<file path="config.mk">
export PLATFORM = sky130hd
export DESIGN_NAME = hthd_ctrl
export DESIGN_NICKNAME = d
export VERILOG_FILES = /design/src/hthd_pkg.sv /design/src/hthd_ctrl.sv
export SDC_FILE = /design/constraint.sdc
export NUM_CORES = 1
export LEC_CHECK = 0
export ABC_AREA = 1
export BUFFER_PORTS_ARGS = -buffer_cell sky130_fd_sc_hd__buf_2
export CAP_MARGIN = 15
export CORE_AREA = 2 2 39 41
export DETAILED_ROUTE_END_ITERATION = 8
export DIE_AREA = 0 0 41 43
export SYNTH_ARGS = -nofsm -noshare
export SYNTH_HDL_FRONTEND = slang
export SYNTH_SLANG_ARGS = --single-unit
export TNS_END_PERCENT = 50
</file>
<file path="constraint.sdc">
create_clock -name clock -period 3.8 [get_ports clock]
set_input_delay 0.38 -clock clock [delete_from_list [all_inputs] [get_ports clock]]
set_output_delay 0.38 -clock clock [all_outputs]
set_load 0.005 [all_outputs]
</file>
<file path="src/hthd_pkg.sv">
// Shared constants and controller/datapath interface types for the heap tree Huffman decoder.
`timescale 1ns / 1ps

package hthd_pkg;

   localparam int TREE_ENTRIES_DEF = 4096;
   localparam int SIZE_W           = 13;
   localparam int ADDR_W           = 12;
   localparam int SYM_W            = 8;
   localparam int CODE_W           = 8;
   localparam int MSB_INDEX        = 7;
   localparam int SIZE_RESET       = 4096;

   // Commands from the controller to the datapath
   typedef struct packed {
      logic start;        // latch a code byte
      logic write;        // write one tree entry
      logic rd_sym;       // fetch the entry of the current position
      logic rd_kids;      // fetch the child pair of the current position
      logic capture_sym;  // latch the fetched entry as the current symbol
      logic step;         // walk one code bit
      logic flush;        // release the held symbol as the last of the byte
   } cmd_type;

   // Status from the datapath to the controller
   typedef struct packed {
      logic leaf;
      logic pend_valid;
      logic out_free;
   } status_type;

endpackage

</file>
<file path="src/hthd_ctrl.sv">
// Sequencer for the heap tree Huffman decoder: accepts items and walks the code bits.
`timescale 1ns / 1ps

module hthd_ctrl
   import hthd_pkg::*;
(
   input  logic       clock,
   input  logic       reset,
   input  logic       req_tvalid,
   input  logic       req_mode,
   output logic       req_tready,
   input  status_type status,
   output cmd_type    cmd
);

   localparam logic [2:0] S_IDLE  = 3'd0;
   localparam logic [2:0] S_SYM   = 3'd1;
   localparam logic [2:0] S_KIDS  = 3'd2;
   localparam logic [2:0] S_STEP  = 3'd3;
   localparam logic [2:0] S_FLUSH = 3'd4;

   logic [2:0] state_ff, state_in;
   logic [2:0] cnt_ff, cnt_in;
   logic       step_ok;

   assign step_ok = !(status.leaf && status.pend_valid && !status.out_free);

   always_comb begin
      state_in   = state_ff;
      cnt_in     = cnt_ff;
      cmd        = '0;
      req_tready = 1'b0;
      case (state_ff)
         S_IDLE: begin
            req_tready = 1'b1;
            if (req_tvalid) begin
               if (req_mode) begin
                  cmd.write = 1'b1;
               end else begin
                  cmd.start = 1'b1;
                  state_in  = S_SYM;
               end
            end
         end
         S_SYM: begin
            cmd.rd_sym = 1'b1;
            state_in   = S_KIDS;
         end
         S_KIDS: begin
            cmd.rd_kids     = 1'b1;
            cmd.capture_sym = 1'b1;
            cnt_in          = '0;
            state_in        = S_STEP;
         end
         S_STEP: begin
            cmd.step = step_ok;
            if (step_ok) begin
               if (cnt_ff == 3'(MSB_INDEX)) begin
                  state_in = S_FLUSH;
               end else begin
                  cnt_in = cnt_ff + 3'd1;
               end
            end
         end
         S_FLUSH: begin
            cmd.flush = status.out_free || !status.pend_valid;
            if (cmd.flush) begin
               state_in = S_IDLE;
            end
         end
         default: begin
            state_in = S_IDLE;
         end
      endcase
   end

   always_ff @(posedge clock) begin
      if (reset) begin
         state_ff <= S_IDLE;
         cnt_ff   <= '0;
      end else begin
         state_ff <= state_in;
         cnt_ff   <= cnt_in;
      end
   end

   // a stalled bit step keeps its place
   a_step_hold: assert property (@(posedge clock) disable iff (reset)
      (state_ff == S_STEP && !cmd.step) |=> (state_ff == S_STEP && $stable(cnt_ff)))
      else $error("bit step lost while stalled");

   // exactly eight bit steps follow the child fetch
   a_eight_steps: assert property (@(posedge clock) disable iff (reset)
      (state_ff == S_STEP && cmd.step && cnt_ff != 3'(MSB_INDEX)) |=> state_ff == S_STEP)
      else $error("walk ended early");

   // input is taken only between transactions
   a_ready_idle: assert property (@(posedge clock) disable iff (reset)
      req_tready == (state_ff == S_IDLE))
      else $error("input accepted during a walk");

endmodule

</file>
* Word level (Yosys, flattened, before mapping) *
Index checks and enable logic that the tools add are counted.
W data, S select, Z words.

storage, ports and cells
  register bits after elaboration = 6
  latch bits = 0
  RAM bits = 0
  bits in read-only memories = 0
  input bits = 7
  output and inout bits = 8
  word-level logic and storage cells = 42
  memories kept = 0

cells by class
  $add $sub $neg = 1
  multiply operators = 0
  divide/modulo/power cells = 0
  order comparisons = 0
  eq/ne operators = 11
  shifts and indexed selects = 0
  mux-type cells = 18
  bitwise logic cells = 0
  reductions and logical operators = 10

operators with widths
  kind                   count
  $mux W3                7
  $pmux W3 S5            1
  $ne A2 B2 Y1 const B   6
  $eq A3 B2 Y1 const B   2
  $eq A3 B3 Y1 const B   2
  $mux W1                6
  $mux W2                3
  $pmux W3 S2            1
  $reduce_and A5 Y1      1
  $add A3 B1 Y3 const B  1
  $eq A3 B1 Y1 const B   1
  $logic_not A1 Y1       3
  $logic_not A3 Y1       1
  $reduce_and A3 Y1      1
  $logic_and A1 B1 Y1    2
  $reduce_bool A2 Y1     1
  $logic_or A1 B1 Y1     1

* Depth between registers and ports, before layout *
Gate-level depths: netlist of the first run.

  depth after elaboration = 4
  mapped depth = 9
  depth with buffers taken out = 8

* Worst setup path after synthesis of the first run *
OpenSTA, ideal clock, no wires.

  path kind = reg-to-reg
  start = register cnt_ff[0]
  end = register cnt_ff[1]
  library setup time = 116 ps
  data arrival time = 1,111 ps
  required time = 3,684 ps
  path slack = 2,573 ps
  cell stages (with the launch flop) = 7
  path buffers = 0
  period minus slack after synthesis = 1,227 ps
  cell sequence = dfxtp_1 -> ha_1 -> ha_1 -> a21oi_2 -> nand2_1 -> a21oi_1 -> nor3_1

between the ends
  word-level cells in the longest chain between the ends = 4
  elaborated cells between the ends (all ways) = 7
  those cells by class = add/sub: 1; eq/ne: 2; mux: 3; reduce/logical: 1

RTL lines
  element                   RTL line         text
  start: declaration        hthd_ctrl.sv:23  logic [2:0] cnt_ff, cnt_in;
  start signal: assignment  hthd_ctrl.sv:83  cnt_ff <= cnt_in;
  $add A3 B1 Y3             hthd_ctrl.sv:61  cnt_in = cnt_ff + 3'd1;
  $mux W3                   hthd_ctrl.sv:58  if (cnt_ff == 3'(MSB_INDEX)) begin
  $mux W3                   hthd_ctrl.sv:57  if (step_ok) begin
  $pmux W3 S2               hthd_ctrl.sv:33  case (state_ff)

Parallel ways exist; a longest one is shown, timed or not. The select of a mux whose other input is x is not followed.
A chain may end at the register's enable or synchronous reset.

==> results of run 1 <==
==> layout make-up <==
type,instances,area (sq um)
inverter,8,30.0
timing repair buffer,14,70.1
fill,150,862
sequential,6,120
clock buffer,3,22.5
multi-input combinational,49,259
tap,16,20.0
==> worst max-delay path: stages (launching register included) <==
cell and delay (ns):
dfxtp_1 0.54, nand2_4 0.08, nor2_4 0.14, inv_2 0.07, nor2_1 0.07, buf_2 0.11
==> logic make-up after synthesis <==
logic type	Yosys count
simple gates	37
compound gates	10
buf+inv	10
flops	6
fa+ha+maj	2
==> cell usage after synthesis <==
cell type  instances
nor2_1            13
o21ai_1            1
nor4_1             1
nand2_4            1
nor2_2             2
buf_4              1
dfxtp_1            6
nand3_1            4
nand2_2            2
a21oi_2            1
a21oi_1            6
or2_1              1
nand2_1            9
nor2_4             1
o21bai_1           1
ha_1               2
inv_1              7
o21ai_0            1
buf_6              1
inv_2              1
nor3_1             3
==> worst min path at each step <==
stage | to | start | cells past startpoint | slack (ns)
2_1_floorplan | cnt_ff[1]$_SDFFE_PP0P_ | reset | 1 | 0.46
3_3_place_gp | cnt_ff[0]$_SDFFE_PP0P_ | cnt_ff[0]$_SDFFE_PP0P_ | 2 | 0.50
3_5_place_dp | cnt_ff[0]$_SDFFE_PP0P_ | cnt_ff[0]$_SDFFE_PP0P_ | 2 | 0.51
4_1_cts | cnt_ff[2]$_SDFFE_PP0P_ | reset | 2 | 0.32
5_1_grt | cnt_ff[2]$_SDFFE_PP0P_ | reset | 2 | 0.32
6_report | cnt_ff[2]$_SDFFE_PP0P_ | reset | 2 | 0.33
==> through the flow <==
stage,cells,cell area (sq um),util,total power [uW],hold WS (ns)
after floorplan,65,428,-,288,0.459
after global placement,93,499,0.361,332,0.498
after detailed placement,93,499,0.361,331,0.510
after CTS,96,522,0.377,392,0.323
after global routing,96,522,0.377,434,0.323
final,96,522,0.377,384,0.331
==> report_power, final <==
| group | switching [uW] | internal, uW | total [uW] |
|---|---|---|---|
| Sequential | 39.4 | 88.5 | 128 |
| Combinational | 112 | 87.4 | 200 |
| Clock | 20.7 | 35.6 | 56.2 |
| Total | 172 | 212 | 384 |
==> state kept, by name (all words and copies together) (netlist names) <==
register and count:
cnt_ff 3, state_ff 3
==> metal layers <==
metal / vias to the layer above / global-route usage
met5: - / 0
met4: 0 / 0.0400
met3: 0 / 0.0785
met2: 14 / 0.188
met1: 180 / 0.119
li1: 238 / -
==> impl_metrics.csv, run 1 <==
group,metric,value,unit
critical_path,worstPathRequired,3.42,ns
critical_path,rr_startpoint,"state_ff[0]$_SDFFE_PP0P_",
synth,synthDistinctLibCells,21,
clock_tree,clock-root-buffer,"clkbuf_4",
synth,yosys.area.top_type_share,0.281,
timing,slew_viol_final,0,
timing,fin_worst_skew,0.000767,ns
power_and_ir_drop,leakage,0.000296,uW
critical_path,worstSetupStartpoint,"state_ff[0]$_SDFFE_PP0P_",
global_route,grt_remaining_overflow,0,
run,number_of_max_capacitance_violations_reported,0,
clock_tree,post_cts_resized,0,
final_layout,final_cell_mix,"buf_2 (14), nor2_1 (13), nand2_1 (9)",
final_layout,antenna-diode-count,0,
final_layout,most_frequent_standard_cell_in_the_layout_excluding_fill_and_tap_cells,"buf_2",
global_route,grt_max_degree,10,
placed_design,post-dp-hpwl,678,microns
final_layout,drive_gt1_frac,0.313,
clock_tree,clock_sinks,6,
clock_tree,cts_hold_repair.buffers,0,
synth,main_area_contributors_after_synthesis,"dfxtp_1 (28%), nor2_1 (11%), nand2_1 (7.9%)",
clock_tree,worst_setup_hold_path_clk_slew,0.04,ns
synth,yosys.area_share.simple,0.415,
clock_tree,worst_skew_pair.late_latency,0.24,ns
timing,setup-tns-final,0,ns
routing,via_count_of_the_routed_design,432,
critical_path,cp-end-kind,"output port",
floorplanning,ios,15,
synth,multiplexer_area_fraction_after_synthesis,0,
clock_tree,cts_h_tree_depth,1,
timing,timing.slew.headroom,0.747,
critical_path,r2r_cells,6,
floorplanning,core_area,1380,sq um
synth,synth_xor_xnor_area_share,0,
synth,syn_inst,65,
synth,synth.ff_latch_count,6,
floorplanning,die_height,43,microns
clock_tree,tritoncts.num_buffers,3,
clock_tree,cts_max_path_buffers,2,
floorplanning,floorplan.die.width,41,microns
routing,totalWireLength,803,microns
power_and_ir_drop,powerDensity,736,nW/um^2
timing,unrepaired_setup_endpoints_after_global_routing,"false",
synth,synth-compound-area-share,0.132,
routing,topRoutingLayerUsed,"met3",
global_route,via_count_of_the_first_global_routing_pass,390,
routing,remaining_drc_errors,0,
power_and_ir_drop,ir_worst_vdd,317,uV
clock_tree,post-cts-setup-buffer-count,0,
placed_design,dp_slack,2.42,ns
critical_path,rr_endpoint,"state_ff[2]$_SDFFE_PP0P_",
routing,dr_wl_met3,73,microns
critical_path,crit_path_max_fanout,9,
synth,adder_and_majority_cell_fraction_of_the_synthesized_area,0.0585,
final_layout,finalNetCount,91,
timing,fmaxAchievable,613,MHz
floorplanning,initial_utilization,0.309,
timing,finalCritPeriodShare,0.430,
timing,min_period,1.63,ns
timing,post_layout_worst_setup_margin,2.17,ns
critical_path,critPathCapture,"cmd[1]",
routing,wl_met1,370,microns
critical_path,critPathArrivalTime,1.25,ns
synth,yosys.area.top_type,"dfxtp_1",
timing,worst_pin_slew,0.379,ns
placed_design,number_of_i_o_port_buffers,14,
floorplanning,fp-row-count,14,
status,outcome,"complete, no violations",
synth,sequential_cell_area_fraction_in_the_yosys_report,0.281,
floorplanning,die_area,1760,sq um
critical_path,worstSetupPathType,"reg -> out",
global_route,initial_antenna_violation_count,0,
synth,postSynthAreaPerCell,6.58,sq um
critical_path,timing.reg2reg.setup_slack,2.42,ns
min_path,worst_hold_path_type,"in -> reg",
timing,report.final.hold_viol_count,0,
routing,wire_per_inst,8.36,microns
global_route,grt_usage,0.119,
routing,drt_pre_antenna_iters,4,
synth,main_combinational_cell_family_by_area_after_synthesis,"simple AND/OR/NAND/NOR gates",
routing,initialDrtViolationCount,9,
timing,setup_viol,0,
placed_design,gpl.final_weighted_congestion,0.745,
synth,syn-num-nets,74,
synth,syn_area,428,sq um
synth,synthesis.yosys.warnings,0,
clock_tree,tritoncts_clock_tree,"yes",
critical_path,startpoint_type,"flop",
routing,met2_wl_post_dr,359,microns
global_route,grt_first_pass_wirelength,1380,microns
final_layout,synthToLayoutAreaGrowth,21.9,%
routing,ant_nets,0,
routing,avgViaCountPerCell,4.50,
No activity file was read; power rests on OpenSTA's default activity.
==> inputs of run 2 (changes only) <==
ABC_AREA = 0   (was 1)
clock period = 1.6 ns   (was 3.8 ns; I/O delays follow)
==> run 2 against run 1 <==
  * Final cell count fell by 24%
  * Sequential power rose by 29%
  * First-iteration DRC count down 89%
  * Register-to-register slack worse by 2.3 ns
  * Non-clock buffer count unchanged
  * Sequential share of layout area increased by 1.8 points
  * Die area did not move
  * Largest cell class unchanged
==> impl_metrics.csv, run 2 <==
group,metric,value,unit
status,outcome,"complete, no violations",
clock_tree,clock-root-buffer,"clkbuf_4",
timing,finalCritPeriodShare,0.927,
timing,setup-tns-final,0,ns
final_layout,finalNetCount,68,
clock_tree,clock_sinks,6,
power_and_ir_drop,powerDensity,752,nW/um^2
timing,min_period,1.48,ns
final_layout,area_occupied_by_multi_input_gates,251,sq um
placed_design,gpl.final_weighted_congestion,0.761,
critical_path,r2r_cells,5,
power_and_ir_drop,leakage,0.000224,uW
final_layout,final-seq-area,120,sq um
run,number_of_max_capacitance_violations_reported,0,
routing,avgViaCountPerCell,5.23,
synth,async_flop_share,0,
timing,worst_pin_slew,0.406,ns
floorplanning,die_height,43,microns
routing,initialDrtViolationCount,1,
global_route,grt_usage,0.126,
min_path,worst_hold_path_type,"in -> reg",
global_route,grt_first_pass_wirelength,1480,microns
critical_path,startpoint_type,"flop",
placed_design,post-dp-hpwl,667,microns
placed_design,dp_slack,0.181,ns
synth,synthDistinctLibCells,28,
routing,totalWireLength,895,microns
global_route,via_count_of_the_first_global_routing_pass,369,
clock_tree,cts_h_tree_depth,1,
synth,postSynthAreaPerCell,9.25,sq um
synth,synthesis.yosys.warnings,0,
floorplanning,floorplan.die.width,41,microns
power_and_ir_drop,ir_worst_vdd,298,uV
final_layout,design_area,484,sq um
final_layout,final_cell_mix,"buf_2 (14), dfxtp_1 (6), nor2_1 (5)",
placed_design,placedInstanceArea,462,sq um
synth,synth.ff_latch_count,6,
clock_tree,cts_max_path_buffers,2,
placed_design,numPlacedInstances,70,
clock_tree,cts_hold_repair.buffers,0,
clock_tree,worst_skew_pair.late_latency,0.24,ns
final_layout,synthToLayoutAreaGrowth,21.7,%
synth,yosys.area.top_type,"dfxtp_1",
synth,yosys.area.top_type_share,0.302,
critical_path,crit_path_max_fanout,5,
clock_tree,tritoncts.num_buffers,3,
clock_tree,worst_setup_hold_path_clk_slew,0.04,ns
final_layout,most_frequent_standard_cell_in_the_layout_excluding_fill_and_tap_cells,"buf_2",
synth,syn-num-nets,52,
floorplanning,ios,15,
synth,sequential_cell_area_fraction_in_the_yosys_report,0.302,
critical_path,timing.reg2reg.setup_slack,0.12,ns
final_layout,antenna-diode-count,0,
synth,syn_area,398,sq um
final_layout,finalNonFillerCells,73,
synth,synth_edf_count,0,
critical_path,rr_endpoint,"cnt_ff[2]$_SDFFE_PP0P_",
min_path,timing.hold.worst_path_depth,2,
timing,setup_viol,0,
timing,fin_worst_skew,0.00181,ns
routing,remaining_drc_errors,0,
min_path,min_delay_worst_endpoint,"state_ff[0]$_SDFFE_PP0P_",
final_layout,top_regs,"cnt_ff: 3 flops, state_ff: 3 flops",
synth,synth-main-ff-cell,"dfxtp_1",
min_path,hold_path_start,"reset",
clock_tree,tritoncts_clock_tree,"yes",
routing,via_count_of_the_routed_design,382,
synth,synth_common_cells,"dfxtp_1 (6), nor2_1 (5), nand2_1 (3)",
timing,finalHoldWorstSlack,0.162,ns
clock_tree,post_cts_resized,0,
synth,main_area_contributors_after_synthesis,"dfxtp_1 (30%), ha_1 (6.3%), nor3b_2 (6.3%)",
routing,drt_pre_antenna_iters,3,
global_route,grt_max_degree,11,
routing,wire_per_inst,12.3,microns
critical_path,cp-end-kind,"flop",
timing,fmaxAchievable,674,MHz
global_route,grt_remaining_overflow,0,
timing,timing.slew.headroom,0.729,
critical_path,rr_startpoint,"cnt_ff[0]$_SDFFE_PP0P_",
final_layout,drive_gt1_frac,0.404,
critical_path,worstSetupPathType,"reg -> reg",
floorplanning,fp-row-count,14,
synth,yosys.cell_count.top_type,"dfxtp_1",
placed_design,number_of_i_o_port_buffers,14,
clock_tree,post-cts-setup-buffer-count,0,
timing,slew_viol_final,0,
global_route,initial_antenna_violation_count,0,
critical_path,worstPathRequired,1.78,ns
floorplanning,initial_utilization,0.288,
timing,post_layout_worst_setup_margin,0.117,ns
timing,unrepaired_setup_endpoints_after_global_routing,"false",
routing,ant_nets,0,
critical_path,critPathArrivalTime,1.66,ns
final_layout,final.fill_count,145,
synth,syn_inst,43,
timing,report.final.hold_viol_count,0,
floorplanning,die_area,1760,sq um
floorplanning,core_area,1380,sq um
[run 2: changes by cell type after synthesis, moves of 2 or more]
cell,before,now
nand3_1,4,1
a21oi_1,6,1
nor3_1,3,0
nor2_1,13,5
nand2_2,2,0
nor3b_2,0,2
nand2_1,9,3
nor2_2,2,0
a32o_1,0,2
inv_1,7,0
[run 2: metal layers]
| metal | part of all wire | track usage | wire [microns] | vias up |
|---|---|---|---|---|
| met2 | 0.55 | 0.225 | 492 | 10 |
| met5 | 0 | 0 | 0 | - |
| li1 | - | - | - | 193 |
| met4 | 0.012 | 0.0600 | 11 | 0 |
| met3 | 0.030 | 0.0314 | 27 | 2 |
| met1 | 0.41 | 0.123 | 364 | 177 |
[run 2: kinds of logic (layout without fill, tap and decap cells)]
family          Yosys count  in the layout  synth area share
buf+inv                   3             17            0.0660
simple gates             23             23             0.384
compound gates            9              9             0.186
fa+ha+maj                 2              2            0.0629
flops                     6              6             0.302
[run 2: metrics by stage]
step | util | power, uW
floorplan | - | 207
global placement | 0.334 | 228
detailed placement | 0.334 | 229
CTS | 0.350 | 367
global route | 0.350 | 389
finish | 0.350 | 364
[run 2: area by class of cell]
cell class / instances / area share
multi-input combinational: 34 / 0.519
sequential: 6 / 0.248
timing repair buffer: 14 / 0.145
clock buffer: 3 / 0.0465
tap: 16 / 0.0413
[run 2: critical path: stages (launching register included)]
cell      delay (ns)
dfxtp_1         0.36
ha_1            0.16
ha_1            0.25
nor3b_2         0.08
a211oi_1        0.37
a32o_1          0.20
[run 2: worst max path at each step]
stage / start / endpoint / depth (start not counted)
after global placement: cnt_ff[0]$_SDFFE_PP0P_ / cnt_ff[2]$_SDFFE_PP0P_ / 5
after global routing: cnt_ff[0]$_SDFFE_PP0P_ / cnt_ff[2]$_SDFFE_PP0P_ / 5
after floorplan: cnt_ff[0]$_SDFFE_PP0P_ / cnt_ff[2]$_SDFFE_PP0P_ / 5
after CTS: cnt_ff[0]$_SDFFE_PP0P_ / cnt_ff[2]$_SDFFE_PP0P_ / 5
final: cnt_ff[0]$_SDFFE_PP0P_ / cnt_ff[2]$_SDFFE_PP0P_ / 5
after detailed placement: cnt_ff[0]$_SDFFE_PP0P_ / state_ff[1]$_SDFFE_PP0P_ / 5
[run 2: power by group]
group          internal [uW]  switching [uW]  total, uW
combinational           32.4            30.2       62.6
clock                   84.7            52.5        137
sequential               155            9.82        165
==> inputs of run 3 (changes only) <==
ABC_AREA = 1   (was 0)
clock period = 1.8 ns   (was 1.6 ns; I/O delays follow)
==> run 3 against run 2 <==
  * Sequential power rose by 62%
  * Worst setup slack improved by 0.23 ns
  * Utilization rose by 2.7 points
  * Routed wire length fell by 9.2%
  * Cell area rose by 7.8%
  * Count of clock-buffer cells in the layout did not move
  * Power rose by 120%
  * Via count rose by 14%
  * Largest cell class unchanged
==> impl_metrics.csv, run 3 (synthesized netlist as in run 1, its figures left out) <==
group,metric,value,unit
final_layout,final.fill_count,153,
global_route,initial_antenna_violation_count,0,
placed_design,numPlacedInstances,93,
routing,via_count_of_the_routed_design,434,
final_layout,top_regs,"cnt_ff: 3 flops, state_ff: 3 flops",
timing,timing.slew.headroom,0.744,
clock_tree,post_cts_resized,0,
final_layout,antenna-diode-count,0,
routing,totalWireLength,813,microns
timing,worst_pin_slew,0.383,ns
clock_tree,clock-root-buffer,"clkbuf_4",
final_layout,postLayoutCoreUtil,0.377,
clock_tree,cts_hold_repair.buffers,0,
final_layout,drive_gt1_frac,0.313,
timing,unrepaired_setup_endpoints_after_global_routing,"false",
timing,finalCritPeriodShare,0.806,
global_route,grt_usage,0.113,
routing,initialDrtViolationCount,6,
timing,min_period,1.45,ns
timing,fin_worst_skew,0.0105,ns
final_layout,synthToLayoutAreaGrowth,21.9,%
floorplanning,initial_utilization,0.309,
floorplanning,core_area,1380,sq um
routing,ant_nets,0,
clock_tree,worst_skew_pair.late_latency,0.24,ns
floorplanning,fp-row-count,14,
timing,report.final.hold_viol_count,0,
placed_design,number_of_i_o_port_buffers,14,
placed_design,post-dp-hpwl,678,microns
power_and_ir_drop,leakage,0.000296,uW
global_route,via_count_of_the_first_global_routing_pass,363,
clock_tree,cts_h_tree_depth,1,
clock_tree,worst_setup_hold_path_clk_slew,0.05,ns
placed_design,gpl.final_weighted_congestion,0.747,
final_layout,finalNetCount,91,
clock_tree,post-cts-setup-buffer-count,0,
status,outcome,"complete, no violations",
clock_tree,tritoncts_clock_tree,"yes",
global_route,grt_max_degree,10,
critical_path,critPathArrivalTime,1.27,ns
floorplanning,die_height,43,microns
floorplanning,floorplan.die.width,41,microns
timing,setup-tns-final,0,ns
run,number_of_max_capacitance_violations_reported,0,
timing,fmaxAchievable,689,MHz
final_layout,area_occupied_by_multi_input_gates,259,sq um
critical_path,worstPathRequired,1.62,ns
critical_path,worstSetupPathType,"reg -> out",
global_route,grt_remaining_overflow,0,
final_layout,final_cell_mix,"buf_2 (14), nor2_1 (13), nand2_1 (9)",
clock_tree,cts_max_path_buffers,2,
power_and_ir_drop,ir_worst_vdd,633,uV
timing,slew_viol_final,0,
critical_path,crit_path_max_fanout,9,
routing,drt_pre_antenna_iters,2,
final_layout,finalNonFillerCells,96,
critical_path,startpoint_type,"flop",
clock_tree,clock_sinks,6,
min_path,worst_hold_path_type,"in -> reg",
floorplanning,ios,15,
timing,setup_viol,0,
floorplanning,die_area,1760,sq um
timing,finalHoldWorstSlack,0.132,ns
final_layout,most_frequent_standard_cell_in_the_layout_excluding_fill_and_tap_cells,"buf_2",
final_layout,final-seq-area,120,sq um
clock_tree,tritoncts.num_buffers,3,
routing,wire_per_inst,8.47,microns
routing,remaining_drc_errors,0,
critical_path,cp-end-kind,"output port",
power_and_ir_drop,powerDensity,1570,nW/um^2
global_route,grt_first_pass_wirelength,1370,microns
routing,avgViaCountPerCell,4.52,
==> run 3: changes by cell type in the layout (fill, tap and decap cells not counted), moves of 2 or more <==
cell     before  now
nand2_2       0    2
inv_1         0    7
nor3b_2       2    0
nor2_1        5   13
nor3_1        0    3
a32o_1        2    0
nand3_1       1    4
a21oi_1       1    6
nor2_2        0    2
nand2_1       3    9
==> run 3: layer usage <==
layer  vias up  GRT usage  part of all wire  routed length, microns
li1        240          -                 -                       -
met1       181      0.145              0.49                     397
met2        11      0.163              0.44                     356
met3         2     0.0314             0.062                      50
met4         0     0.0600             0.011                       9
met5         -          0                 0                       0
==> run 3: report_power, final <==
part	internal (uW)	leakage [uW]	total (uW)	switching, uW
sequential	187	0.0000495	268	81.2
clock	75.6	0.0000138	126	50.3
combinational	184	0.000232	423	239
total	446	0.000296	817	371
==> run 3: worst paths after layout <==
| check | endpoint | from | depth (start not counted) | slack, ns |
|---|---|---|---|---|
| worst min-delay path | cnt_ff[1]$_SDFFE_PP0P_ | reset | 2 | 0.13 |
| worst max register to register | state_ff[2]$_SDFFE_PP0P_ | state_ff[0]$_SDFFE_PP0P_ | 6 | 0.43 |
| worst max-delay path | cmd[1] | state_ff[0]$_SDFFE_PP0P_ | 5 | 0.35 |
| worst min register to register | cnt_ff[0]$_SDFFE_PP0P_ | cnt_ff[0]$_SDFFE_PP0P_ | 2 | 0.52 |
==> run 3: layout make-up <==
cell class | count | area share
Clock buffer | 3 | 0.0432
Inverter | 8 | 0.0576
Multi-Input combinational cell | 49 | 0.496
Sequential cell | 6 | 0.230
Timing Repair Buffer | 14 | 0.134
Tap cell | 16 | 0.0384
==> run 3: per-stage QoR <==
| stage | setup slack (ns) | area (sq um) | total power [uW] |
|---|---|---|---|
| floorplan | 0.573 | 428 | 608 |
| global placement | 0.441 | 499 | 698 |
| detailed placement | 0.449 | 499 | 697 |
| CTS | 0.330 | 522 | 830 |
| global route | 0.199 | 522 | 926 |
| finish | 0.350 | 522 | 817 |
==> run 3: worst max-delay path, stage by stage, from the launching register on <==
cell,delay [ns]
dfxtp_1,0.55
nand2_4,0.08
nor2_4,0.14
inv_2,0.07
nor2_1,0.08
buf_2,0.11
